<file path="src/sv/tdtd_pkg.sv">
package tdtd_pkg;

    // Field widths of the stream items and configuration registers.
    localparam int CMD_W     = 2;
    localparam int SLOT_W    = 4;
    localparam int POS_W     = 12;
    localparam int TS_W      = 32;
    localparam int COUNT_W   = 2;
    localparam int PRESS_W   = 16;
    localparam int MOVE_W    = 12;
    localparam int WIN_W     = 16;
    localparam int MOVE_SQ_W = 2 * MOVE_W;

    // Number of slots that the slot field can address.
    localparam int SLOT_RANGE = 2 ** SLOT_W;

    // Input tdata layout, lowest bit first: slot, pos_x, pos_y, timestamp.
    localparam int S_SLOT_LSB = 0;
    localparam int S_X_LSB    = S_SLOT_LSB + SLOT_W;
    localparam int S_Y_LSB    = S_X_LSB + POS_W;
    localparam int S_TS_LSB   = S_Y_LSB + POS_W;
    localparam int S_USED_W   = S_TS_LSB + TS_W;
    localparam int S_TDATA_W  = ((S_USED_W + 7) / 8) * 8;

    // Output tdata layout, lowest bit first: tap_x, tap_y.
    localparam int M_USED_W   = 2 * POS_W;
    localparam int M_TDATA_W  = ((M_USED_W + 7) / 8) * 8;

    // Configuration port.
    localparam int CFG_IDX_W  = 2;
    localparam int CFG_DATA_W = 16;

    localparam logic [CFG_IDX_W-1:0] REG_MAX_PRESS  = 2'd0;
    localparam logic [CFG_IDX_W-1:0] REG_MAX_MOVE   = 2'd1;
    localparam logic [CFG_IDX_W-1:0] REG_DBL_WINDOW = 2'd2;

    localparam logic [PRESS_W-1:0]   MAX_PRESS_RST   = 16'd200;
    localparam logic [MOVE_W-1:0]    MAX_MOVE_RST    = 12'd20;
    localparam logic [MOVE_SQ_W-1:0] MOVE_SQ_RST     = 24'd400;
    localparam logic [WIN_W-1:0]     DBL_WINDOW_RST  = 16'd300;

    // Commands carried in the input tuser.
    localparam logic [CMD_W-1:0] CMD_DOWN  = 2'd0;
    localparam logic [CMD_W-1:0] CMD_UP    = 2'd1;
    localparam logic [CMD_W-1:0] CMD_FLUSH = 2'd2;

    // Tap kinds carried in the output tuser.
    localparam logic [COUNT_W-1:0] COUNT_NONE   = 2'd0;
    localparam logic [COUNT_W-1:0] COUNT_SINGLE = 2'd1;
    localparam logic [COUNT_W-1:0] COUNT_DOUBLE = 2'd2;

    // Default parameter values.
    localparam int NUM_SLOTS_DEF  = 16;
    localparam int COORD_BITS_DEF = 12;

    typedef struct packed {
        logic set;
        logic clr;
    } store_ctrl_t;

    typedef struct packed {
        logic                emit;
        logic [COUNT_W-1:0]  count;
        logic                from_pending;
        logic                pend_set;
        logic                pend_clr;
        store_ctrl_t         store;
    } eval_t;

endpackage

</file>
<file path="src/sv/tdtd_slot_store.sv">
module tdtd_slot_store
    import tdtd_pkg::*;
#(
    parameter int NUM_SLOTS = NUM_SLOTS_DEF,
    parameter int CW        = COORD_BITS_DEF
)
(
    input  logic              clk,
    input  logic              rst_n,
    input  store_ctrl_t       ctrl,
    input  logic [SLOT_W-1:0] slot,
    input  logic [TS_W-1:0]   wr_time,
    input  logic [CW-1:0]     wr_x,
    input  logic [CW-1:0]     wr_y,
    output logic              rd_active,
    output logic [TS_W-1:0]   rd_time,
    output logic [CW-1:0]     rd_x,
    output logic [CW-1:0]     rd_y
);

    // Slots beyond what the slot field reaches can never be addressed.
    localparam int DEPTH = (NUM_SLOTS < SLOT_RANGE) ? NUM_SLOTS : SLOT_RANGE;
    localparam int IW    = (DEPTH > 1) ? $clog2(DEPTH) : 1;

    logic [DEPTH-1:0]  active_reg;
    logic [TS_W-1:0]   time_reg [DEPTH];
    logic [CW-1:0]     x_reg    [DEPTH];
    logic [CW-1:0]     y_reg    [DEPTH];

    logic              in_range;
    logic [IW-1:0]     idx;

    assign in_range = ((SLOT_W + 1)'(slot) < (SLOT_W + 1)'(DEPTH));
    assign idx      = slot[IW-1:0];

    // An entry out of range reads as inactive, so its data is never used.
    assign rd_active = in_range && active_reg[idx];
    assign rd_time   = time_reg[idx];
    assign rd_x      = x_reg[idx];
    assign rd_y      = y_reg[idx];

    always_ff @(posedge clk or negedge rst_n)
    begin
        if (!rst_n)
        begin
            active_reg <= '0;
        end
        else if (in_range && ctrl.set)
        begin
            active_reg[idx] <= 1'b1;
        end
        else if (in_range && ctrl.clr)
        begin
            active_reg[idx] <= 1'b0;
        end
    end

    always_ff @(posedge clk)
    begin
        if (in_range && ctrl.set)
        begin
            time_reg[idx] <= wr_time;
            x_reg[idx]    <= wr_x;
            y_reg[idx]    <= wr_y;
        end
    end

endmodule

</file>
<file path="src/sv/tdtd_tap_eval.sv">
module tdtd_tap_eval
    import tdtd_pkg::*;
#(
    parameter int CW = COORD_BITS_DEF
)
(
    input  logic [CMD_W-1:0]     cmd,
    input  logic [TS_W-1:0]      ev_time,
    input  logic [CW-1:0]        ev_x,
    input  logic [CW-1:0]        ev_y,
    input  logic                 ent_active,
    input  logic [TS_W-1:0]      ent_time,
    input  logic [CW-1:0]        ent_x,
    input  logic [CW-1:0]        ent_y,
    input  logic                 pend_active,
    input  logic [TS_W-1:0]      pend_time,
    input  logic [PRESS_W-1:0]   max_press,
    input  logic [MOVE_SQ_W-1:0] move_sq,
    input  logic [WIN_W-1:0]     dbl_window,
    output eval_t                ev
);

    localparam int DW = (2 * CW + 1 > MOVE_SQ_W) ? 2 * CW + 1 : MOVE_SQ_W;

    logic [TS_W-1:0]   dur;
    logic [TS_W-1:0]   since_tap;
    logic [CW-1:0]     dx;
    logic [CW-1:0]     dy;
    logic [2*CW-1:0]   dx_sq;
    logic [2*CW-1:0]   dy_sq;
    logic [DW-1:0]     dist_sq;
    logic              is_tap;
    logic              window_over;

    // Time differences wrap modulo 2^32.
    assign dur       = ev_time - ent_time;
    assign since_tap = ev_time - pend_time;

    assign dx      = (ent_x > ev_x) ? (ent_x - ev_x) : (ev_x - ent_x);
    assign dy      = (ent_y > ev_y) ? (ent_y - ev_y) : (ev_y - ent_y);
    assign dx_sq   = (2 * CW)'(dx) * (2 * CW)'(dx);
    assign dy_sq   = (2 * CW)'(dy) * (2 * CW)'(dy);
    assign dist_sq = DW'(dx_sq) + DW'(dy_sq);

    assign is_tap      = (dur <= TS_W'(max_press)) && (dist_sq < DW'(move_sq));
    assign window_over = (since_tap >= TS_W'(dbl_window));

    always_comb
    begin
        ev = '0;
        ev.count = COUNT_NONE;
        unique case (cmd)
            CMD_FLUSH:
            begin
                if (pend_active && window_over)
                begin
                    ev.emit         = 1'b1;
                    ev.count        = COUNT_SINGLE;
                    ev.from_pending = 1'b1;
                    ev.pend_clr     = 1'b1;
                end
            end
            CMD_DOWN:
            begin
                ev.store.set = 1'b1;
            end
            CMD_UP:
            begin
                if (ent_active)
                begin
                    ev.store.clr = 1'b1;
                    if (is_tap && pend_active)
                    begin
                        ev.emit     = 1'b1;
                        ev.count    = COUNT_DOUBLE;
                        ev.pend_clr = 1'b1;
                    end
                    else if (is_tap)
                    begin
                        ev.pend_set = 1'b1;
                    end
                end
            end
            default:
            begin
                ev = '0;
            end
        endcase
    end

endmodule

</file>
<file path="src/sv/tap_double_tap_detector_core.sv">
// Tap and double-tap detector. Each input item is a touch event (finger down,
// finger up, or a flush tick carrying the current time) and at most one tap
// report comes out per item. The block takes one item per clock cycle while
// no untaken report holds the output. An accepted item sits in the input
// register and, once the output is free, moves into the result register,
// which offers its report. All per-item work (slot lookup, the wrapped
// duration check and the squared distance compare) sits between those two
// registers. A report that is not taken holds the item behind it in the
// input register, and the input stalls until it is taken.
// The per-slot valid marks are cleared by reset at once, so the block is ready
// right after reset.
// A single tap is only reported on a flush tick that arrives once the double
// window has run out since the first tap's release; a second tap before that
// flush gives a double tap at the second press's down position. Configuration
// writes take effect on the next cycle and should be made only while no item
// is in flight.
module tap_double_tap_detector_core
    import tdtd_pkg::*;
#(
    parameter int NUM_SLOTS  = NUM_SLOTS_DEF,
    parameter int COORD_BITS = COORD_BITS_DEF
)
(
    input  logic                  clk,
    input  logic                  rst_n,

    input  logic                  cfg_we,
    input  logic [CFG_IDX_W-1:0]  cfg_index,
    input  logic [CFG_DATA_W-1:0] cfg_wdata,

    input  logic                  s_axis_tvalid,
    output logic                  s_axis_tready,
    // slot[3:0], pos_x[15:4], pos_y[27:16], timestamp[59:28], zero fill above
    input  logic [S_TDATA_W-1:0]  s_axis_tdata,
    // command[1:0]
    input  logic [CMD_W-1:0]      s_axis_tuser,

    output logic                  m_axis_tvalid,
    input  logic                  m_axis_tready,
    // tap_x[11:0], tap_y[23:12]
    output logic [M_TDATA_W-1:0]  m_axis_tdata,
    // tap_count[1:0]
    output logic [COUNT_W-1:0]    m_axis_tuser
);

    // Coordinates are kept in the low COORD_BITS bits of the position fields.
    localparam int CW = (COORD_BITS < POS_W) ? COORD_BITS : POS_W;

    // Configuration registers. The squared move limit is formed at write time
    // so the per-item path holds only the two coordinate squares.
    logic [PRESS_W-1:0]   max_press_reg;
    logic [MOVE_SQ_W-1:0] move_sq_reg;
    logic [WIN_W-1:0]     dbl_window_reg;
    logic [MOVE_W-1:0]    move_wdata;

    assign move_wdata = cfg_wdata[MOVE_W-1:0];

    always_ff @(posedge clk or negedge rst_n)
    begin
        if (!rst_n)
        begin
            max_press_reg  <= MAX_PRESS_RST;
            move_sq_reg    <= MOVE_SQ_RST;
            dbl_window_reg <= DBL_WINDOW_RST;
        end
        else if (cfg_we)
        begin
            unique case (cfg_index)
                REG_MAX_PRESS:  max_press_reg  <= cfg_wdata[PRESS_W-1:0];
                REG_MAX_MOVE:   move_sq_reg    <= MOVE_SQ_W'(move_wdata) *
                                                  MOVE_SQ_W'(move_wdata);
                REG_DBL_WINDOW: dbl_window_reg <= cfg_wdata[WIN_W-1:0];
                default:        max_press_reg  <= max_press_reg;
            endcase
        end
    end

    // Input register. It refills in the same cycle that its item moves on, so
    // the stream runs at one item per cycle while the output is taken.
    logic              in_valid_reg;
    logic [CMD_W-1:0]  in_cmd_reg;
    logic [SLOT_W-1:0] in_slot_reg;
    logic [CW-1:0]     in_x_reg;
    logic [CW-1:0]     in_y_reg;
    logic [TS_W-1:0]   in_time_reg;

    logic              out_valid_reg;
    logic              out_free;
    logic              fire;
    logic              in_take;

    assign out_free      = !out_valid_reg || m_axis_tready;
    assign fire          = in_valid_reg && out_free;
    assign s_axis_tready = !in_valid_reg || fire;
    assign in_take       = s_axis_tvalid && s_axis_tready;

    always_ff @(posedge clk or negedge rst_n)
    begin
        if (!rst_n)
        begin
            in_valid_reg <= 1'b0;
        end
        else if (in_take)
        begin
            in_valid_reg <= 1'b1;
        end
        else if (fire)
        begin
            in_valid_reg <= 1'b0;
        end
    end

    always_ff @(posedge clk)
    begin
        if (in_take)
        begin
            in_cmd_reg  <= s_axis_tuser;
            in_slot_reg <= s_axis_tdata[S_SLOT_LSB +: SLOT_W];
            in_x_reg    <= s_axis_tdata[S_X_LSB +: CW];
            in_y_reg    <= s_axis_tdata[S_Y_LSB +: CW];
            in_time_reg <= s_axis_tdata[S_TS_LSB +: TS_W];
        end
    end

    // Per-slot press records.
    store_ctrl_t     store_ctrl;
    logic            ent_active;
    logic [TS_W-1:0] ent_time;
    logic [CW-1:0]   ent_x;
    logic [CW-1:0]   ent_y;
    eval_t           ev;

    // The store only changes when the item in the input register moves on.
    assign store_ctrl.set = fire && ev.store.set;
    assign store_ctrl.clr = fire && ev.store.clr;

    tdtd_slot_store #(
        .NUM_SLOTS (NUM_SLOTS),
        .CW        (CW)
    ) u_slot_store (
        .clk       (clk),
        .rst_n     (rst_n),
        .ctrl      (store_ctrl),
        .slot      (in_slot_reg),
        .wr_time   (in_time_reg),
        .wr_x      (in_x_reg),
        .wr_y      (in_y_reg),
        .rd_active (ent_active),
        .rd_time   (ent_time),
        .rd_x      (ent_x),
        .rd_y      (ent_y)
    );

    // The first tap waiting for a second one or for its window to run out.
    logic            pend_reg;
    logic [CW-1:0]   pend_x_reg;
    logic [CW-1:0]   pend_y_reg;
    logic [TS_W-1:0] pend_time_reg;

    tdtd_tap_eval #(
        .CW          (CW)
    ) u_tap_eval (
        .cmd         (in_cmd_reg),
        .ev_time     (in_time_reg),
        .ev_x        (in_x_reg),
        .ev_y        (in_y_reg),
        .ent_active  (ent_active),
        .ent_time    (ent_time),
        .ent_x       (ent_x),
        .ent_y       (ent_y),
        .pend_active (pend_reg),
        .pend_time   (pend_time_reg),
        .max_press   (max_press_reg),
        .move_sq     (move_sq_reg),
        .dbl_window  (dbl_window_reg),
        .ev          (ev)
    );

    always_ff @(posedge clk or negedge rst_n)
    begin
        if (!rst_n)
        begin
            pend_reg <= 1'b0;
        end
        else if (fire && ev.pend_set)
        begin
            pend_reg <= 1'b1;
        end
        else if (fire && ev.pend_clr)
        begin
            pend_reg <= 1'b0;
        end
    end

    always_ff @(posedge clk)
    begin
        if (fire && ev.pend_set)
        begin
            pend_x_reg    <= ent_x;
            pend_y_reg    <= ent_y;
            pend_time_reg <= in_time_reg;
        end
    end

    // Result register. A single tap reports the pending position, a double
    // tap the down position of the second press.
    logic [CW-1:0]      out_x_reg;
    logic [CW-1:0]      out_y_reg;
    logic [COUNT_W-1:0] out_count_reg;

    always_ff @(posedge clk or negedge rst_n)
    begin
        if (!rst_n)
        begin
            out_valid_reg <= 1'b0;
        end
        else if (fire)
        begin
            out_valid_reg <= ev.emit;
        end
        else if (m_axis_tready)
        begin
            out_valid_reg <= 1'b0;
        end
    end

    always_ff @(posedge clk)
    begin
        if (fire && ev.emit)
        begin
            out_x_reg     <= ev.from_pending ? pend_x_reg : ent_x;
            out_y_reg     <= ev.from_pending ? pend_y_reg : ent_y;
            out_count_reg <= ev.count;
        end
    end

    assign m_axis_tvalid = out_valid_reg;
    assign m_axis_tdata  = M_TDATA_W'({POS_W'(out_y_reg), POS_W'(out_x_reg)});
    assign m_axis_tuser  = out_count_reg;

endmodule

</file>
<file path="config.mk">
export PLATFORM = sky130hd
export DESIGN_NAME = tap_double_tap_detector_core
export DESIGN_NICKNAME = d
export VERILOG_FILES = /design/src/sv/tdtd_pkg.sv /design/src/sv/tdtd_slot_store.sv /design/src/sv/tdtd_tap_eval.sv /design/src/sv/tap_double_tap_detector_core.sv
export SDC_FILE = /design/constraint.sdc
export NUM_CORES = 2
export LEC_CHECK = 0
export BUFFER_PORTS_ARGS = -buffer_cell sky130_fd_sc_hd__buf_2
export CAP_MARGIN = 10
export CORE_MARGIN = 2
export CORE_UTILIZATION = 45
export CTS_CLUSTER_DIAMETER = 100
export DETAILED_ROUTE_END_ITERATION = 8
export PLACE_DENSITY_LB_ADDON = 0.2
export SYNTH_ARGS = -nofsm -noshare
export SYNTH_HDL_FRONTEND = slang
export SYNTH_SLANG_ARGS = --single-unit
</file>
<file path="constraint.sdc">
create_clock -name clk -period 17 [get_ports clk]
set_clock_uncertainty 0.15 [all_clocks]
set_input_delay 2.55 -clock clk [delete_from_list [all_inputs] [get_ports clk]]
set_output_delay 2.55 -clock clk [all_outputs]
set_load 0.03 [all_outputs]
</file>
Word-level counts from Yosys, hierarchy flattened
Memories as Yosys holds them, arrays and structs flattened. A register that Yosys moved wholly into a read port is not among the register bits.
Cells that the tools add are included.

storage, ports and cells
  bits in registers = 219
  RAM bits = 896
  output and inout port bits = 28
  memories = 3

memories
  name                   words  width  read ports  clocked after Yosys merged registers in  write ports  line                   text
  u_slot_store.time_reg  16     32     1           1                                        1            tdtd_slot_store.sv:26  logic [TS_W-1:0] time_reg [DEPTH];
  u_slot_store.x_reg     16     12     1           1                                        1            tdtd_slot_store.sv:27  logic [CW-1:0] x_reg [DEPTH];
  u_slot_store.y_reg     16     12     1           1                                        1            tdtd_slot_store.sv:28  logic [CW-1:0] y_reg [DEPTH];

operators by class
  add/subtract/negate cells = 7
  multipliers = 3
  $lt $le $gt $ge = 7
  equal/unequal tests = 4
  mux-type cells = 36
  bitwise operators = 3
  reductions and logical operators = 24

operators by type and width
  operator                                              count
  multiplier 12 x 12 -> 24 bit                          3
  subtractor 32 bit                                     2
  2-to-1 mux 12 bit                                     4
  subtractor 12 bit                                     4
  >= comparator 32 x 16 -> 1 bit                        1
  <= comparator 32 x 16 -> 1 bit                        1
  2-to-1 mux 16 bit                                     2
  adder 24 x 24 -> 25 bit                               1
  < comparator 25 x 24 -> 1 bit                         1
  greater-than comparator 12 bit                        2
  2-to-1 mux 1 bit                                      19
  AND 16 bit                                            1
  2-to-1 mux 4 bit                                      4
  NOT 16 bit                                            1
  OR 16 bit                                             1
  logical AND 1 bit                                     11
  nonzero test 2 bit                                    4
  2-to-1 mux 3 bit                                      2
  case mux 3 bit (2 select lines)                       1
  AND reduction 2 bit                                   3
  < comparator 4 x 5 -> 1 bit (second input constant)   1
  binary-select mux 1 bit (select 4 bit)                1
  demux 1 bit (select 4 bit)                            1
  equality test 2 x 1 -> 1 bit (second input constant)  2
  7 further kinds                                       11

Depth between registers and ports, before layout
  depth after elaboration = 13
  mapped depth = 57

Modules after synthesis
From an unflattened synthesis, not the netlist that was laid out.

second synthesis, totals
  cell total of the unflattened synthesis = 4270
  area total of the unflattened synthesis = 60749.5 um2

modules (own cells, without submodules)
  module                        times used  cells each  area each (um2)  sequential area each (um2)
  tdtd_slot_store               1           1459        34229.1          27306.2
  tdtd_tap_eval                 1           1974        15554.9          0.0
  tap_double_tap_detector_core  1           837         10965.5          5788.1

Worst setup path before layout
OpenSTA, ideal clock, no wires.

  path type = reg2reg
  start = reg (tool-made name)
  end = reg pend_time_reg[0], enable pin
  arrival time = 13.969 ns
  data required time = 16.435 ns
  path slack = 2.466 ns
  stages on the path, launching flop included = 54
  path buffers = 4
  period minus slack after synthesis = 14.534 ns
  cell sequence = dfxtp_1 > buf_6 > clkbuf_1 > buf_1 > mux4_2 > mux4_2 > inv_1 > ha_1 > inv_1 > fa_1 > a21o_1 > o21a_1 > o21ai_1 > a311o_1 > buf_2 > mux2_2 > a211o_1 > a311oi_1 > (+18 left out) > o21ai_0 > a31oi_1 > o22ai_1 > nand2b_1 > a31oi_1 > o22ai_1 > nor4_1 > nor2_1 > xor2_1 > ha_1 > or4_1 > a221oi_1 > nand3_1 > nor4_1 > nand4_1 > nor4_1 > and2_1 > and2b_1

RTL lines
  what                  line                                 text
  to (signal assigned)  tap_double_tap_detector_core.sv:201  pend_time_reg <= in_time_reg;
  to (decl)             tap_double_tap_detector_core.sv:158  logic [TS_W-1:0] pend_time_reg;

==> flow_summary.toml <==
[routing]
met3_length_um = 8825
top_layer = "met5"
avgViaCountPerCell = 5.540
dr.pass1.iters = 5
wl_met1_um = 61270
ant_nets = 0
wl_per_cell_um = 22.75
wl_um = 140100
wl_met2_um = 67030
via_count = 34110
drtIter0Drc = 2863
drc = 0

[setup_path]
cp-start-kind = "flop"
cp_slowest_stage_delay_ns = 0.73
crit_path_top_delay_cell = "a311o_1"
crit_type = "flop to flop"
arrival_ns = 15.84
cp_common_cell = "fa_1"
worstPathRequired_ns = 17.27
endpoint_kind = "flop"
crit_fanout = 38

[global_routing]
grt_use_total_pct = 20.81
grt_pass1_wl_um = 213000
antenna_found_initial = 6
grt_overflow = 0
grt_start_max_net_pins = 120
grt_pass1_vias = 35110

[floorplanning]
die_w_um = 370.2
fp.dieH_um = 370.2
io_pins = 117
core_um2 = 133300
die-area_um2 = 137000
rows = 134
start_util_pct = 45.27

[timing]
hold_viol_final = 0
worstMarginPinSlew_ns = 1.204
rsz0062_at_grt = "false"
fin_setup_tns_ns = 0
finalCriticalPeriod_ns = 15.57
whs_ns = 0.3231
final-setup-viol-count = 0
fmax_ghz = 0.06423
min_period_over_period_pct = 91.58
setup_ws_ns = 1.431
drv_slew = 0
max_slew_margin_pct = 19.71

[layout]
nFillCells = 11280
fin_nets = 4989
layout-drive-gt1-share_pct = 17.23
final-seq-area_um2 = 33190
instances_no_fill = 6157
largest_register_ffs = 512
multi_input_area_um2 = 24520
area_growth_syn_to_layout_pct = 11.16

[cts]
cts_made_buffers = 116
holdBufCountCts = 0
cts.clk_slew.worst_paths_ns = 0.06
cts_tree = "done"
clk_path_buf_depth = 3
cts_resized = 0
clock_latency_ns = 0.74
htreeDepth = 3
cts_num_sinks = 1118
post_cts_buffers = 0
cts_root_buffer = "clkbuf_16"

[yosys]
synth-seq-cells = 1118
yosysTopAreaCell = "edfxtp_1"
yosys-top-cells-count = "edfxtp_1 (1040), inv_1 (580), ha_1 (329)"
yosys-top-cells-area = "edfxtp_1 (52%), mux4_2 (11%), fa_1 (9.4%)"
syn_avg_cell_area_um2 = 14.65
synthFlopType = "edfxtp_1"
ys_types = 85
ys.warnings.count = 0
syn_inst = 4119
seq_area_frac_synth_pct = 54.98
yosysTopAreaCellShare_pct = 51.76
synth_nets = 4820
syn_area_um2 = 60340
synthArstFlopShare_pct = 6.619
synth_edf_count = 1040
yosysMostFrequentCell = "edfxtp_1"

[min_path]
holdCritPathClass = "flop to flop"

[outcome]
outcome = "completed"

[placement]
dp_hpwl_um = 92550
port_buffers = 112
gp_congestion = 0.8749
placedCellCount = 5938
place_ws_ns = 1.406

[run]
drv_cap = 0
[final timing paths]
check / start / endpoint / slack (ns) / cells after the start
max: flop / pend_time_reg[2] / 1.43 / 46
max reg2reg: flop / pend_time_reg[2] / 1.43 / 46
min: move_sq_reg[8] / move_sq_reg[8] / 0.32 / 2
min reg2reg: move_sq_reg[8] / move_sq_reg[8] / 0.32 / 2
max in group asynchronous: rst_n / u_slot_store.active_reg[3] / 14.07 / 2
min in group asynchronous: rst_n / max_press_reg[15] / 1.58 / 1
[routing by layer]
layer | track usage [%] | up-vias
met4 | 5.566 | 4
met3 | 2.970 | 168
li1 | - | 15340
met1 | 29.31 | 17680
met5 | 0 | -
met2 | 34.00 | 917
[critical path, delay by kind of cell (launching register included)]
| kind | cells | cell delay (ns) |
|---|---|---|
| buffers and inverters | 6 | 1.15 |
| XOR/XNOR | 1 | 0.16 |
| AND/OR/NAND/NOR | 16 | 3.95 |
| flip-flops | 1 | 0.61 |
| multiplexers | 3 | 1.59 |
| AO/OA/AOI/OAI | 10 | 2.91 |
| adder cells (fa/ha/maj) | 10 | 4.61 |
[cell families after synthesis]
group | Yosys count | share of synthesized area [%]
buffers and inverters | 727 | 4.610
xor gates and xnor gates | 106 | 1.551
and+or+nand+nor | 691 | 5.520
AOI/OAI and AO/OA | 522 | 5.473
DFF | 1118 | 54.98
adders and majority gates | 612 | 16.21
muxes | 343 | 11.65
[layout make-up]
class	instances	area share [%]
Antenna cell	2	0.007462
Multi-Input combinational cell	2274	36.55
Clock buffer	145	4.522
Inverter	585	3.278
Tap cell	1768	3.298
Sequential cell	1118	49.49
Clock inverter	72	1.017
Timing Repair Buffer	193	1.839
[cell usage in the layout, fill, tap and decap left out, types with 9 or more instances in the layout]
cell and instances:
clkbuf_16 117, mux2i_1 24, buf_2 111, and3_1 14
xor2_1 42, fa_1 283, nand3b_1 9, o21a_1 22
a31oi_1 10, edfxtp_1 1040, dfrtp_1 64, o21bai_1 10
nor2b_1 18, nor3_1 38, mux2_2 35, clkinv_2 24
or2_2 18, a21oi_1 136, a211oi_1 21, nand2_1 198
inv_1 579, nor2_1 173, o211ai_1 19, o21ai_0 166
and2_1 56, nand3_1 42, buf_4 77, a21o_1 52
dfstp_2 10, nor2_4 17, clkinv_1 23, mux4_2 284
ha_1 329, or3_1 10, nor4_1 11, clkbuf_1 28
nand4_1 18, xnor2_1 63, nand2b_1 36
[per-stage QoR]
step	instance area, µm²	util (%)
final	67070	50.32
after global routing	67070	50.32
after CTS	67060	50.31
after detailed placement	63350	47.53
after global placement	63350	47.53
after floorplan	60340	-
Power is left out: the tool's default activity adds up to more than one toggle a clock period on the data nets, which glitch-free logic cannot reach.
